--- src/rtl/core/lpc_pkg.sv ---
// ----------------------------------------------------------------------------
// lpc_pkg : shared types and constants of the line position centroid block
// Beat formats, register indexes, reset values and datapath widths.
// ----------------------------------------------------------------------------
package lpc_pkg;

    // Number of line sensors sampled in one scan (1 to 11)
    localparam int SENSOR_COUNT = 11;

    localparam int SAMPLE_W  = 8;
    localparam int WEIGHT_W  = 5;
    localparam int SUM_W     = 9;
    localparam int MAG_W     = 8;
    localparam int COUNT_W   = $clog2(SENSOR_COUNT + 1);
    localparam int IDX_W     = $clog2(SENSOR_COUNT + 1);
    localparam int MISS_W    = 8;
    localparam int DIV_STEPS = MAG_W;
    localparam int STEP_W    = $clog2(DIV_STEPS);

    localparam int WLOW_W    = 30;
    localparam int WHIGH_W   = 25;
    localparam int WALL_W    = WLOW_W + WHIGH_W;

    localparam int CFG_IDX_W  = 2;
    localparam int CFG_DATA_W = 30;

    // Register indexes of the configuration port
    localparam logic [CFG_IDX_W-1:0] REG_THRESHOLD    = 2'd0;
    localparam logic [CFG_IDX_W-1:0] REG_WEIGHTS_LOW  = 2'd1;
    localparam logic [CFG_IDX_W-1:0] REG_WEIGHTS_HIGH = 2'd2;

    localparam logic [SAMPLE_W-1:0] THRESHOLD_RST    = 8'd192;
    localparam logic [WLOW_W-1:0]   WEIGHTS_LOW_RST  = 30'd1007514392;
    localparam logic [WHIGH_W-1:0]  WEIGHTS_HIGH_RST = 25'd8593476;
    localparam logic [MISS_W-1:0]   MISS_MAX         = 8'd255;

    typedef struct packed {
        logic [SAMPLE_W-1:0] sample;
        logic                supply_flag;
    } sample_t;

    typedef struct packed {
        logic signed [WEIGHT_W-1:0] position;
        logic                       line_lost;
        logic [MISS_W-1:0]          miss_count;
        logic [SAMPLE_W-1:0]        supply_voltage;
    } result_t;

    // Divider request and response
    typedef struct packed {
        logic               start;
        logic [MAG_W-1:0]   dividend;
        logic [COUNT_W-1:0] divisor;
    } div_req_t;

    typedef struct packed {
        logic               busy;
        logic               done;
        logic [MAG_W-1:0]   quotient;
    } div_rsp_t;

endpackage

--- src/rtl/core/lpc_div.sv ---
// ----------------------------------------------------------------------------
// lpc_div : restoring unsigned divider, one quotient bit per cycle
// Divides the weight sum magnitude by the active sensor count.
// ----------------------------------------------------------------------------
module lpc_div
(
    input  logic              clk,
    input  logic              rst_n,
    input  lpc_pkg::div_req_t req,
    output lpc_pkg::div_rsp_t rsp
);

    logic                          busy_reg;
    logic                          busy_next;
    logic                          done_reg;
    logic                          done_next;
    logic [lpc_pkg::STEP_W-1:0]    step_reg;
    logic [lpc_pkg::STEP_W-1:0]    step_next;
    logic [lpc_pkg::COUNT_W-1:0]   rem_reg;
    logic [lpc_pkg::COUNT_W-1:0]   rem_next;
    logic [lpc_pkg::MAG_W-1:0]     quo_reg;
    logic [lpc_pkg::MAG_W-1:0]     quo_next;
    logic [lpc_pkg::COUNT_W-1:0]   divisor_reg;
    logic [lpc_pkg::COUNT_W-1:0]   divisor_next;
    logic [lpc_pkg::COUNT_W:0]     trial;
    logic [lpc_pkg::COUNT_W:0]     diff;
    logic                          fits;

    // Shift the next dividend bit into the partial remainder
    assign trial = {rem_reg, quo_reg[lpc_pkg::MAG_W-1]};
    assign diff  = trial - {1'b0, divisor_reg};
    assign fits  = (trial >= {1'b0, divisor_reg});

    always_comb
    begin
        busy_next    = busy_reg;
        done_next    = 1'b0;
        step_next    = step_reg;
        rem_next     = rem_reg;
        quo_next     = quo_reg;
        divisor_next = divisor_reg;
        if (req.start)
        begin
            busy_next    = 1'b1;
            step_next    = '0;
            rem_next     = '0;
            quo_next     = req.dividend;
            divisor_next = req.divisor;
        end
        else if (busy_reg)
        begin
            rem_next  = fits ? diff[lpc_pkg::COUNT_W-1:0] : trial[lpc_pkg::COUNT_W-1:0];
            quo_next  = {quo_reg[lpc_pkg::MAG_W-2:0], fits};
            step_next = step_reg + 1'b1;
            if (step_reg == lpc_pkg::STEP_W'(lpc_pkg::DIV_STEPS - 1))
            begin
                busy_next = 1'b0;
                done_next = 1'b1;
            end
        end
    end

    always_ff @(posedge clk or negedge rst_n)
    begin
        if (!rst_n)
        begin
            busy_reg <= 1'b0;
            done_reg <= 1'b0;
            step_reg <= '0;
        end
        else
        begin
            busy_reg <= busy_next;
            done_reg <= done_next;
            step_reg <= step_next;
        end
    end

    always_ff @(posedge clk)
    begin
        rem_reg     <= rem_next;
        quo_reg     <= quo_next;
        divisor_reg <= divisor_next;
    end

    assign rsp.busy     = busy_reg;
    assign rsp.done     = done_reg;
    assign rsp.quotient = quo_reg;

endmodule

--- src/rtl/core/line_position_centroid.sv ---
// ----------------------------------------------------------------------------
// line_position_centroid : line position by weighted centroid of sensors
// Accumulates the weights of sensors above threshold over one scan and
// divides by their count on the supply beat that ends the scan.
// ----------------------------------------------------------------------------
//
//  channel  | dir | beat payload                                  | handshake
//  ---------+-----+-----------------------------------------------+---------------------
//  sample   | in  | sample, supply_flag                           | sample_valid/ready
//  result   | out | position, line_lost, miss_count, supply_volt. | result_valid/ready
//  cfg      | in  | cfg_index, cfg_data                           | cfg_valid/ready
//
//  Sensor beats can follow back to back.
//  A supply beat is accepted and starts the one-bit-per-cycle divider;
//  its done flag hands the quotient over to the FSM, which then loads the
//  result register. A scan with no active sensor skips the divider and
//  goes straight to loading the result register.
//  The sample channel stays not ready while the divider runs and while a
//  finished result waits for a full result register to drain.
//  Reset clears the scan accumulators, miss counter and last position and
//  restores the register reset values; cfg_ready is always high.
//
module line_position_centroid
(
    input  logic                                clk,
    input  logic                                rst_n,
    input  logic                                sample_valid,
    output logic                                sample_ready,
    input  lpc_pkg::sample_t                    sample_data,
    output logic                                result_valid,
    input  logic                                result_ready,
    output lpc_pkg::result_t                    result_data,
    input  logic                                cfg_valid,
    output logic                                cfg_ready,
    input  logic [lpc_pkg::CFG_IDX_W-1:0]       cfg_index,
    input  logic [lpc_pkg::CFG_DATA_W-1:0]      cfg_data
);

    typedef enum logic [2:0]
    {
        ST_IDLE = 3'b001,
        ST_DIV  = 3'b010,
        ST_DONE = 3'b100
    } state_t;

    state_t state_reg;
    state_t state_next;

    // Configuration registers
    logic [lpc_pkg::SAMPLE_W-1:0]       threshold_reg;
    logic [lpc_pkg::WLOW_W-1:0]         weights_low_reg;
    logic [lpc_pkg::WHIGH_W-1:0]        weights_high_reg;

    // Scan state
    logic [lpc_pkg::IDX_W-1:0]          sensor_index_reg;
    logic [lpc_pkg::IDX_W-1:0]          sensor_index_next;
    logic signed [lpc_pkg::SUM_W-1:0]   weight_sum_reg;
    logic signed [lpc_pkg::SUM_W-1:0]   weight_sum_next;
    logic [lpc_pkg::COUNT_W-1:0]        active_count_reg;
    logic [lpc_pkg::COUNT_W-1:0]        active_count_next;
    logic [lpc_pkg::MISS_W-1:0]         misses_reg;
    logic [lpc_pkg::MISS_W-1:0]         misses_next;
    logic signed [lpc_pkg::WEIGHT_W-1:0] last_position_reg;
    logic signed [lpc_pkg::WEIGHT_W-1:0] last_position_next;
    logic [lpc_pkg::SAMPLE_W-1:0]       supply_reg;
    logic [lpc_pkg::SAMPLE_W-1:0]       supply_next;

    // Result register
    logic                               result_valid_reg;
    logic                               result_valid_next;
    lpc_pkg::result_t                   result_data_reg;
    lpc_pkg::result_t                   result_data_next;

    logic [lpc_pkg::WALL_W-1:0]         weights_all;
    logic signed [lpc_pkg::WEIGHT_W-1:0] weight_tab [lpc_pkg::SENSOR_COUNT];
    logic signed [lpc_pkg::WEIGHT_W-1:0] cur_weight;
    logic                               sample_fire;
    logic                               slot_open;
    logic                               sum_neg;
    logic [lpc_pkg::SUM_W-1:0]          sum_mag;
    logic [lpc_pkg::WEIGHT_W-1:0]       quo_low;
    logic signed [lpc_pkg::WEIGHT_W-1:0] new_position;

    lpc_pkg::div_req_t                  div_req;
    lpc_pkg::div_rsp_t                  div_rsp;

    lpc_div u_div
    (
        .clk   (clk),
        .rst_n (rst_n),
        .req   (div_req),
        .rsp   (div_rsp)
    );

    assign cfg_ready    = 1'b1;
    assign sample_ready = (state_reg == ST_IDLE);
    assign sample_fire  = sample_valid && sample_ready;
    assign slot_open    = !result_valid_reg || result_ready;

    // Unpack the per-sensor weights from the two weight registers
    assign weights_all = {weights_high_reg, weights_low_reg};

    always_comb
    begin
        for (int i = 0; i < lpc_pkg::SENSOR_COUNT; i++)
        begin
            weight_tab[i] = weights_all[lpc_pkg::WEIGHT_W*i +: lpc_pkg::WEIGHT_W];
        end
    end

    assign cur_weight = (sensor_index_reg < lpc_pkg::IDX_W'(lpc_pkg::SENSOR_COUNT))
                        ? weight_tab[sensor_index_reg] : '0;

    // Divide the magnitude, then restore the sign: truncation toward zero
    assign sum_neg      = weight_sum_reg[lpc_pkg::SUM_W-1];
    assign sum_mag      = sum_neg ? -weight_sum_reg : weight_sum_reg;
    assign quo_low      = div_rsp.quotient[lpc_pkg::WEIGHT_W-1:0];
    assign new_position = sum_neg ? -quo_low : quo_low;

    always_comb
    begin
        state_next         = state_reg;
        sensor_index_next  = sensor_index_reg;
        weight_sum_next    = weight_sum_reg;
        active_count_next  = active_count_reg;
        misses_next        = misses_reg;
        last_position_next = last_position_reg;
        supply_next        = supply_reg;
        result_valid_next  = result_valid_reg && !result_ready;
        result_data_next   = result_data_reg;
        div_req.start      = 1'b0;
        div_req.dividend   = sum_mag[lpc_pkg::MAG_W-1:0];
        div_req.divisor    = active_count_reg;

        case (state_reg)
            ST_IDLE:
            begin
                if (sample_fire)
                begin
                    if (sample_data.supply_flag)
                    begin
                        // End of scan: hold the supply beat, start the divide if any sensor was active
                        supply_next = sample_data.sample;
                        if (active_count_reg != '0)
                        begin
                            div_req.start = 1'b1;
                            state_next    = ST_DIV;
                        end
                        else
                        begin
                            state_next = ST_DONE;
                        end
                    end
                    else if (sensor_index_reg < lpc_pkg::IDX_W'(lpc_pkg::SENSOR_COUNT))
                    begin
                        if (sample_data.sample > threshold_reg)
                        begin
                            weight_sum_next = weight_sum_reg
                                + {{(lpc_pkg::SUM_W-lpc_pkg::WEIGHT_W){cur_weight[lpc_pkg::WEIGHT_W-1]}},
                                   cur_weight};
                            active_count_next = active_count_reg + 1'b1;
                        end
                        sensor_index_next = sensor_index_reg + 1'b1;
                    end
                end
            end
            ST_DIV:
            begin
                if (div_rsp.done)
                begin
                    state_next = ST_DONE;
                end
            end
            ST_DONE:
            begin
                // Load the result once the result register can take it
                if (slot_open)
                begin
                    result_valid_next             = 1'b1;
                    result_data_next.supply_voltage = supply_reg;
                    if (active_count_reg == '0)
                    begin
                        if (misses_reg != lpc_pkg::MISS_MAX)
                        begin
                            misses_next = misses_reg + 1'b1;
                        end
                        result_data_next.position   = last_position_reg;
                        result_data_next.line_lost  = 1'b1;
                        result_data_next.miss_count = (misses_reg != lpc_pkg::MISS_MAX)
                                                      ? misses_reg + 1'b1 : misses_reg;
                    end
                    else
                    begin
                        misses_next                 = '0;
                        last_position_next          = new_position;
                        result_data_next.position   = new_position;
                        result_data_next.line_lost  = 1'b0;
                        result_data_next.miss_count = '0;
                    end
                    sensor_index_next = '0;
                    weight_sum_next   = '0;
                    active_count_next = '0;
                    state_next        = ST_IDLE;
                end
            end
            default:
            begin
                state_next = ST_IDLE;
            end
        endcase
    end

    always_ff @(posedge clk or negedge rst_n)
    begin
        if (!rst_n)
        begin
            state_reg         <= ST_IDLE;
            sensor_index_reg  <= '0;
            weight_sum_reg    <= '0;
            active_count_reg  <= '0;
            misses_reg        <= '0;
            last_position_reg <= '0;
            result_valid_reg  <= 1'b0;
            threshold_reg     <= lpc_pkg::THRESHOLD_RST;
            weights_low_reg   <= lpc_pkg::WEIGHTS_LOW_RST;
            weights_high_reg  <= lpc_pkg::WEIGHTS_HIGH_RST;
        end
        else
        begin
            state_reg         <= state_next;
            sensor_index_reg  <= sensor_index_next;
            weight_sum_reg    <= weight_sum_next;
            active_count_reg  <= active_count_next;
            misses_reg        <= misses_next;
            last_position_reg <= last_position_next;
            result_valid_reg  <= result_valid_next;
            if (cfg_valid && cfg_ready)
            begin
                case (cfg_index)
                    lpc_pkg::REG_THRESHOLD:
                        threshold_reg <= cfg_data[lpc_pkg::SAMPLE_W-1:0];
                    lpc_pkg::REG_WEIGHTS_LOW:
                        weights_low_reg <= cfg_data[lpc_pkg::WLOW_W-1:0];
                    lpc_pkg::REG_WEIGHTS_HIGH:
                        weights_high_reg <= cfg_data[lpc_pkg::WHIGH_W-1:0];
                    default:
                    begin
                        // Drop writes to unmapped indexes
                    end
                endcase
            end
        end
    end

    always_ff @(posedge clk)
    begin
        supply_reg      <= supply_next;
        result_data_reg <= result_data_next;
    end

    assign result_valid = result_valid_reg;
    assign result_data  = result_data_reg;

endmodule

--- config.mk ---
export PLATFORM = sky130hd
export DESIGN_NAME = line_position_centroid
export DESIGN_NICKNAME = d
export VERILOG_FILES = /design/src/rtl/core/lpc_pkg.sv /design/src/rtl/core/lpc_div.sv /design/src/rtl/core/line_position_centroid.sv
export SDC_FILE = /design/constraint.sdc
export NUM_CORES = 1
export LEC_CHECK = 0
export ABC_CLOCK_PERIOD_IN_PS = 5560
export BUFFER_PORTS_ARGS = -buffer_cell sky130_fd_sc_hd__buf_2
export CORE_MARGIN = 5
export CORE_UTILIZATION = 49
export CTS_BUF_LIST = sky130_fd_sc_hd__clkbuf_8
export DETAILED_ROUTE_END_ITERATION = 8
export PLACE_DENSITY = 0.76
export SKIP_CTS_REPAIR_TIMING = 1
export SLEW_MARGIN = 15
export SYNTH_ARGS = -nofsm -noshare
export SYNTH_HDL_FRONTEND = slang
export SYNTH_HIERARCHICAL = 1
export SYNTH_SLANG_ARGS = --single-unit
--- constraint.sdc ---
create_clock -name clk -period 5.56 [get_ports clk]
set_input_delay 0.278 -clock clk [delete_from_list [all_inputs] [get_ports clk]]
set_output_delay 0.278 -clock clk [all_outputs]
set_load 0.02 [all_outputs]
# [Yosys cells after proc, flatten, opt, wreduce, memory -nomap -nowiden]
# Index checks and enable logic that the tools add are counted.
[word_totals] reg_bits=148 inputBits=46 output_inout_bits=25 word_cells=116
[classes] add_sub_neg=8 order_cmp=4 eq_ne=14 mux=48 n_bitwise=2 n_reduce_logical=19
[ops] cell="two-way mux 9 bit" count=5
[ops] cell="two-way mux 8 bit" count=5
[ops] cell="two-way mux 4 bit" count=9
[ops] cell="two-way mux 3 bit" count=7
[ops] cell="binary-select mux 5 bit (select 4 bit)" count=1
[ops] cell="two-way mux 5 bit" count=4
[ops] cell="one-hot mux 9 bit (2 select lines)" count=1
[ops] cell="one-hot mux 4 bit (2 select lines)" count=2
[ops] cell="two-way mux 14 bit" count=1
[ops] cell="two-way mux 1 bit" count=12
[ops] cell="inequality test 2 x 1 -> 1 bit, second input constant" count=5
[ops] cell="adder 9 bit" count=1
[ops] cell="one-hot mux 3 bit (3 select lines)" count=1
[ops] cell="adder 4 x 1 -> 4 bit, second input constant" count=2
[ops] cell="adder 8 x 1 -> 8 bit, second input constant" count=1
[ops] cell="> comparator 8 bit" count=1
[ops] cell="inequality test 8 bit, second input constant" count=1
[ops] cell="negation 8 bit" count=1
[ops] cell="AND reduction 2 bit" count=4
[ops] cell="== test 3 bit, second input constant" count=2
[ops] cell="AND reduction 3 bit" count=2
[ops] cell="AND reduction 6 bit" count=1
[ops] cell=">= comparator 5 x 4 -> 1 bit" count=1
[ops] cell=">= comparator 5 bit, second input constant" count=1
[ops] cell="20 further kinds" count=24

# [Logic depth before layout (Yosys ltp)]
# Gate-level depths: netlist of the first run.
[logic_depth] ltp_word=11 ltp_mapped=14 mapped_depth_nobuf=13

# [Modules after synthesis]
# Netlist of the first run, hierarchy kept.
[by_module_without_submodules] mod="line_position_centroid" instances=1 cells_per_inst=529 area_per_inst_um2=6228.5 seq_area_each_um2=3357.0
[by_module_without_submodules] mod="lpc_div" instances=1 cells_per_inst=84 area_per_inst_um2=1051.0 seq_area_each_um2=565.5

# [Worst setup path after synthesis of the first run]
# OpenSTA, ideal clock, no wires.
[synth_path] kind="register to register" start="register sensor_index_reg[0] (netlist bit)" end="register weight_sum_reg[8] (netlist bit)" setup_ps=76 arrival_time_ps=3302 required_ps=5484 slack_ps=2181 path_stages_with_launch=14 path_buffers=2 period_less_slack_ps=3379 path_cell_list="dfrtp_1 buf_6 clkbuf_1 mux4_2 nand2_1 o21ai_0 ha_1 fa_1 a21oi_1 o211ai_1 o41ai_1 xor2_1 or4_1 o21ai_1"
[synth_via] elab_chain_cells=11 word_cells_on_any_way=14 classes_between="add/sub: 1; order compare: 1; eq/ne: 1; mux: 9; bitwise: 1; reduce/logical: 1"
[synth_lines] item="from (decl)" line_no="line_position_centroid.sv:55" text="logic [lpc_pkg::IDX_W-1:0] sensor_index_reg;"
[synth_lines] item="from (signal assigned)" line_no="line_position_centroid.sv:231" text="sensor_index_reg <= sensor_index_next;"
[synth_lines] item="inverter 4 -> 5 bit (not written as such)" line_no="line_position_centroid.sv:112" text="? weight_tab[sensor_index_reg] : '0;"
[synth_lines] item="binary-select mux 5 bit (select 4 bit)" line_no="line_position_centroid.sv:112"
[synth_lines] item="two-way mux 5 bit (not written as such) (2 in series)" line_no="line_position_centroid.sv:112"
[synth_lines] item="two-way mux 5 bit" line_no="line_position_centroid.sv:112"
[synth_lines] item="adder 9 bit" line_no="line_position_centroid.sv:159" text="+ {{(lpc_pkg::SUM_W-lpc_pkg::WEIGHT_W){cur_weight[lpc_pkg::WEIGHT_W-1]}},"
[synth_lines] item="two-way mux 9 bit" line_no="line_position_centroid.sv:156" text="if (sample_data.sample > threshold_reg)"
[synth_lines] item="two-way mux 9 bit" line_no="line_position_centroid.sv:154" text="else if (sensor_index_reg < lpc_pkg::IDX_W'(lpc_pkg::SENSOR_COUNT))"
[synth_lines] item="two-way mux 9 bit" line_no="line_position_centroid.sv:140" text="if (sample_data.supply_flag)"
[synth_lines] item="two-way mux 9 bit" line_no="line_position_centroid.sv:138" text="if (sample_fire)"
[synth_lines] item="one-hot mux 9 bit (2 select lines)" line_no="line_position_centroid.sv:135" text="case (state_reg)"
[synth_lines] item="to (signal assigned)" line_no="line_position_centroid.sv:232" text="weight_sum_reg <= weight_sum_next;"
[synth_lines] item="to (decl)" line_no="line_position_centroid.sv:57" text="logic signed [lpc_pkg::SUM_W-1:0] weight_sum_reg;"
# Several ways; a longest one is shown, not always the timed one. The select of a mux whose other input is x is not followed.
# A chain may end at the register's enable or synchronous reset.

# [Worst setup path after layout of the first run]
# Ends and elaborated chain as after synthesis.

==> impl_metrics.py, run 1 <==
metrics = {
    "routing": {
        "ant_nets": 0,
        "drt-total-wl_um": 14400,
        "drt_iter0_markers": 288,
        "wl_per_cell_um": 16.4,
        "dr.pass1.iters": 4,
        "dr_total_vias": 4886,
        "post-route-drc-count": 0,
        "via_per_inst": 5.58,
    },
    "floorplanning": {
        "core_um2": 14500,
        "start_util_pct": 50.0,
        "fp.dieArea_um2": 17400,
        "io-pin-count": 71,
        "die-height_um": 132,
        "die_x_um": 132,
        "rows": 44,
    },
    "final_layout": {
        "drive_gt1_share_pct": 30.5,
        "antennaDiodeCount": 0,
        "fin_nets": 755,
        "seqCellArea_um2": 3920,
        "largest_reg_flops": 30,
        "area_delta_synth_final_pct": 12.5,
        "final_cells": 876,
        "n_fill_cell": 1198,
        "multiInputGateArea_um2": 3110,
    },
    "pwr": {
        "peakVddDrop_mv": 0.280,
        "power_density_nw_per_um2": 525,
        "leakagePower_uw": 0.00352,
    },
    "clock_network": {
        "clkTransAtPathRegs_ns": 0.08,
        "cts_num_sinks": 148,
        "cts-buffers-inserted": 17,
        "cts_tree": "yes",
        "cts.path.max_buffers": 2,
        "clock_latency_ns": 0.44,
        "h-tree-depth": 4,
        "clockRootBuffer": "clkbuf_8",
    },
    "sta": {
        "worst_slack_ns": 1.58,
        "rsz0062_at_grt": "false",
        "fmax_ghz": 0.252,
        "fin_skew_ns": 0.0125,
        "max_slew_margin_pct": 44.0,
        "slew_violations": 0,
        "tns_ns": 0,
        "finalSetupViolCount": 0,
        "fin_crit_sh_pct": 71.5,
        "hold_viol": 0,
        "worst_slew_pin_slew_ns": 0.841,
        "finalHoldWorstSlack_ns": 0.0313,
        "finalCriticalPeriod_ns": 3.98,
    },
    "setup_path": {
        "cp_data_arrival_time_ns": 4.35,
        "r2r-start": "sensor_index_reg[0]",
        "r2r-end": "weight_sum_reg[8]",
        "cp.depth": 12,
        "rrSetupSlack_ns": 1.58,
        "critPathLaunchType": "register",
        "path_delay_family": "compound AO/OA/AOI/OAI gates",
        "path_max_fanout": 19,
        "slowest_delay_ns": 0.90,
        "r2r_cells": 12,
        "crit_end": "weight_sum_reg[8]",
        "crit_top_cell": "a21oi_1",
        "crit_required_ns": 5.93,
        "path_cells": "mux4_1 -> nor2b_1 -> a21oi_1 -> o21ai_0 -> ha_1 -> fa_1 -> a21oi_1 -> o211ai_1 -> o41ai_1 -> xor2_1 -> or4_1 -> o21ai_1",
        "crit_type": "register to register",
        "startpoint": "sensor_index_reg[0]",
        "cp_slowest_cell": "dfrtp_1",
        "end_kind": "register",
        "cp_num_buf_inv": 0,
    },
    "global_route": {
        "grt_pass1_vias": 5171,
        "grt_start_max_net_pins": 68,
        "grt_pass1_wl_um": 24700,
        "grt_use_total_pct": 17.1,
        "overflow": 0,
        "antenna_found_initial": 0,
    },
    "placed_design": {
        "port_buffers": 69,
        "gp_congestion": 0.839,
        "place_ws_ns": 1.66,
        "hpwlAfterDp_um": 10300,
        "dp_cells": 843,
    },
    "worst_hold_path": {
        "hold_path_depth": 1,
        "hold_path.class": "primary input to register",
    },
    "run": {
        "cap_viol_max_count": 0,
    },
    "yosys": {
        "synth_warnings": 6,
        "syn_avg_cell_area_um2": 11.9,
        "synth_area_um2": 7270,
        "synth_nets": 688,
        "syn_inst": 612,
    },
    "outcome": {
        "outcome": "complete, no violations",
    },
}
==> layout by cell type (no fill, tap or decap), types with 11 or more instances in the layout <==
cell type / n
dfrtp_1: 79
nand2_1: 69
buf_2: 68
mux2_2: 64
edfxtp_1: 42
nor2_1: 38
o21ai_0: 30
inv_1: 28
ha_1: 28
dfstp_2: 23
a21oi_1: 21
clkbuf_8: 17
o31ai_1: 14
xor2_1: 12
nor2b_1: 11
xnor2_1: 11
==> how the worst min path moves through the flow <==
stage / from / to / slack, ns
after floorplan: rst_n / active_count_reg[0] / -0.02
final: sample_data[5] / supply_reg[4] / 0.03
after global placement: rst_n / threshold_reg[4] / 0.26
after CTS: rst_n / threshold_reg[4] / -0.23
after global routing: sample_data[4] / supply_reg[3] / 0.0005
after detailed placement: rst_n / threshold_reg[4] / 0.27
==> report_power, final <==
part	internal [uW]	switching, uW
combinational	782	912
clock	437	404
sequential	1470	287
total	2690	1600
==> layer usage <==
metal,wire length [um],part of all wire (%),global-route usage (%),vias up
met2,7220,50,28.7,136
met5,0,0,0,-
met4,347,2.4,6.69,0
met1,6130,43,21.1,2411
met3,679,4.7,4.50,30
li1,-,-,-,2309
==> stage by stage <==
stage	area, um^2	util, %	power, uW
after floorplan	7270	-	3060
after global placement	7770	53.5	3340
after detailed placement	7770	53.5	3470
after CTS	8170	56.2	4320
after global routing	8180	56.3	4630
final	8180	56.3	4300
==> final cells by class <==
class | instances | share of cell area (%)
multi-input combinational | 405 | 38.0
tap | 184 | 2.81
inverter | 31 | 1.42
clock buffer | 17 | 2.86
clock inverter | 15 | 1.99
sequential | 148 | 48.0
timing repair buffer | 76 | 4.93
Note: power is estimated with default switching activity, not from simulation.
==> run 2, diff against run 1 <==
--- a/config.mk
+++ b/config.mk
@@ -5,13 +5,13 @@
 export SDC_FILE = /design/constraint.sdc
 export NUM_CORES = 1
 export LEC_CHECK = 0
-export ABC_CLOCK_PERIOD_IN_PS = 5560
+export ABC_CLOCK_PERIOD_IN_PS = 3350
 export BUFFER_PORTS_ARGS = -buffer_cell sky130_fd_sc_hd__buf_2
 export CORE_MARGIN = 5
 export CORE_UTILIZATION = 49
 export CTS_BUF_LIST = sky130_fd_sc_hd__clkbuf_8
 export DETAILED_ROUTE_END_ITERATION = 8
-export PLACE_DENSITY = 0.76
+export PLACE_DENSITY = 0.79
 export SKIP_CTS_REPAIR_TIMING = 1
 export SLEW_MARGIN = 15
 export SYNTH_ARGS = -nofsm -noshare
==> constraint.sdc (replaced) <==
create_clock -name clk -period 3.35 [get_ports clk]
set_input_delay 0.1675 -clock clk [delete_from_list [all_inputs] [get_ports clk]]
set_output_delay 0.1675 -clock clk [all_outputs]
set_load 0.02 [all_outputs]
==> impl_metrics.py, run 2 (same netlist as run 1, synthesis figures left out) <==
metrics = {
    "clock_network": {
        "clock_latency_ns": 0.45,
        "h-tree-depth": 4,
        "cts_tree": "yes",
        "cts-buffers-inserted": 17,
        "clkTransAtPathRegs_ns": 0.09,
        "clockRootBuffer": "clkbuf_8",
        "cts_num_sinks": 148,
        "cts.path.max_buffers": 2,
    },
    "setup_path": {
        "end_kind": "register",
        "rrSetupSlack_ns": 0.13,
        "cp_data_arrival_time_ns": 3.60,
        "r2r-end": "weight_sum_reg[8]",
        "path_max_fanout": 6,
        "critPathLaunchType": "register",
        "crit_type": "register to register",
        "crit_required_ns": 3.73,
        "r2r-start": "sensor_index_reg[0]",
        "r2r_cells": 13,
    },
    "global_route": {
        "grt_start_max_net_pins": 84,
        "overflow": 0,
        "grt_pass1_wl_um": 24800,
        "antenna_found_initial": 0,
        "grt_use_total_pct": 17.3,
        "grt_pass1_vias": 5069,
    },
    "placed_design": {
        "dp_cells": 852,
        "dpl_cell_area_um2": 7850,
        "gp_congestion": 0.850,
        "port_buffers": 69,
        "hpwlAfterDp_um": 10600,
        "place_ws_ns": 0.0180,
    },
    "worst_hold_path": {
        "min_from": "result_ready",
        "hold_path_depth": 3,
        "hold_path.class": "primary input to register",
        "min_to": "result_valid",
    },
    "pwr": {
        "switching_share_pct": 37.2,
        "leakagePower_uw": 0.00377,
        "p_clk_share_pct": 17.9,
        "peakVddDrop_mv": 0.438,
        "power.switching_uw": 2760,
        "seqPwrFrac_pct": 38.6,
        "power_frac_comb_pct": 43.5,
        "power_density_nw_per_um2": 849,
        "power.internal_uw": 4650,
    },
    "floorplanning": {
        "core_um2": 14500,
        "io-pin-count": 71,
        "fp.dieArea_um2": 17400,
        "start_util_pct": 50.0,
        "rows": 44,
        "die-height_um": 132,
        "die_x_um": 132,
    },
    "routing": {
        "wl_per_cell_um": 16.2,
        "ant_nets": 0,
        "post-route-drc-count": 0,
        "drt-total-wl_um": 15100,
        "dr.pass1.iters": 5,
        "via_per_inst": 5.43,
        "dr_total_vias": 5055,
        "drt_iter0_markers": 272,
    },
    "sta": {
        "finalCriticalPeriod_ns": 3.22,
        "hold_viol": 0,
        "slew_violations": 0,
        "rsz0062_at_grt": "true",
        "fmax_ghz": 0.310,
        "worst_slack_ns": 0.127,
        "fin_skew_ns": 0.0146,
        "tns_ns": 0,
        "finalSetupViolCount": 0,
        "finalHoldWorstSlack_ns": 0.00921,
        "max_slew_margin_pct": 32.7,
        "worst_slew_pin_slew_ns": 1.01,
        "fin_crit_sh_pct": 96.2,
    },
    "final_layout": {
        "drive_gt1_share_pct": 32.0,
        "area_delta_synth_final_pct": 19.9,
        "most-common-layout-cells": "dfrtp_1 (78), nand2_1 (69), buf_2 (68)",
        "final_cells": 931,
        "antennaDiodeCount": 0,
        "final_cell_area_um2": 8720,
        "fin_nets": 810,
        "largest_reg_flops": 30,
        "layout_commonest_cell": "dfrtp_1",
    },
    "outcome": {
        "outcome": "complete, no violations",
    },
    "run": {
        "cap_viol_max_count": 0,
    },
}
==> run 2: worst max-delay path, cell delays in order, from the launching register on <==
cell,delay (ns)
dfrtp_2,0.44
buf_4,0.15
clkbuf_16,0.12
mux4_1,0.52
nor2b_1,0.14
a21oi_1,0.13
o21ai_0,0.09
ha_1,0.33
a21oi_2,0.15
o211ai_1,0.14
o41ai_2,0.33
xor2_1,0.13
or4_1,0.40
o21ai_1,0.09
==> run 2: per-stage QoR <==
| step | power (uW) | utilization [%] |
|---|---|---|
| finish | 7410 | 60.0 |
| floorplan | 5070 | - |
| detailed placement | 5830 | 54.0 |
| global route | 7980 | 60.0 |
| CTS | 7170 | 56.6 |
| global placement | 5630 | 54.0 |
==> run 2: area by class of cell <==
class | count | area [um^2]
Multi-Input combinational cell | 405 | 3130
Inverter | 31 | 116
Sequential cell | 148 | 3920
Fill cell | 1111 | 5810
Timing Repair Buffer | 131 | 946
Clock buffer | 17 | 234
Tap cell | 184 | 230
Clock inverter | 15 | 143
==> run 2: per-layer routing <==
metal,vias to the layer above,global-route usage (%),part of all wire (%)
met3,25,4.35,4.6
li1,2424,-,-
met2,132,29.6,52
met1,2474,21.4,42
met5,-,0,0
met4,0,6.23,1.6
==> run 2: how the worst max path moves through the flow <==
| stage | start | to | slack [ns] | cells after the start |
|---|---|---|---|---|
| 2_1_floorplan | sensor_index_reg[1] | weight_sum_reg[8] | 0.004 | 14 |
| 3_3_place_gp | sensor_index_reg[0] | weight_sum_reg[8] | 0.05 | 12 |
| 3_5_place_dp | sensor_index_reg[0] | weight_sum_reg[8] | 0.02 | 12 |
| 4_1_cts | sensor_index_reg[0] | weight_sum_reg[8] | 0.003 | 12 |
| 5_1_grt | sensor_index_reg[0] | weight_sum_reg[8] | -0.11 | 11 |
| 6_report | sensor_index_reg[0] | weight_sum_reg[8] | 0.13 | 13 |
==> run 2: power by group through the flow <==
| stage | Combinational [uW] | Clock (uW) | Sequential [uW] |
|---|---|---|---|
| after floorplan | 2350 | 0 | 2730 |
| after global placement | 2790 | 0 | 2850 |
| after detailed placement | 2950 | 0 | 2880 |
| after CTS | 2960 | 1350 | 2850 |
| after global routing | 3620 | 1430 | 2930 |
| final | 3220 | 1330 | 2860 |
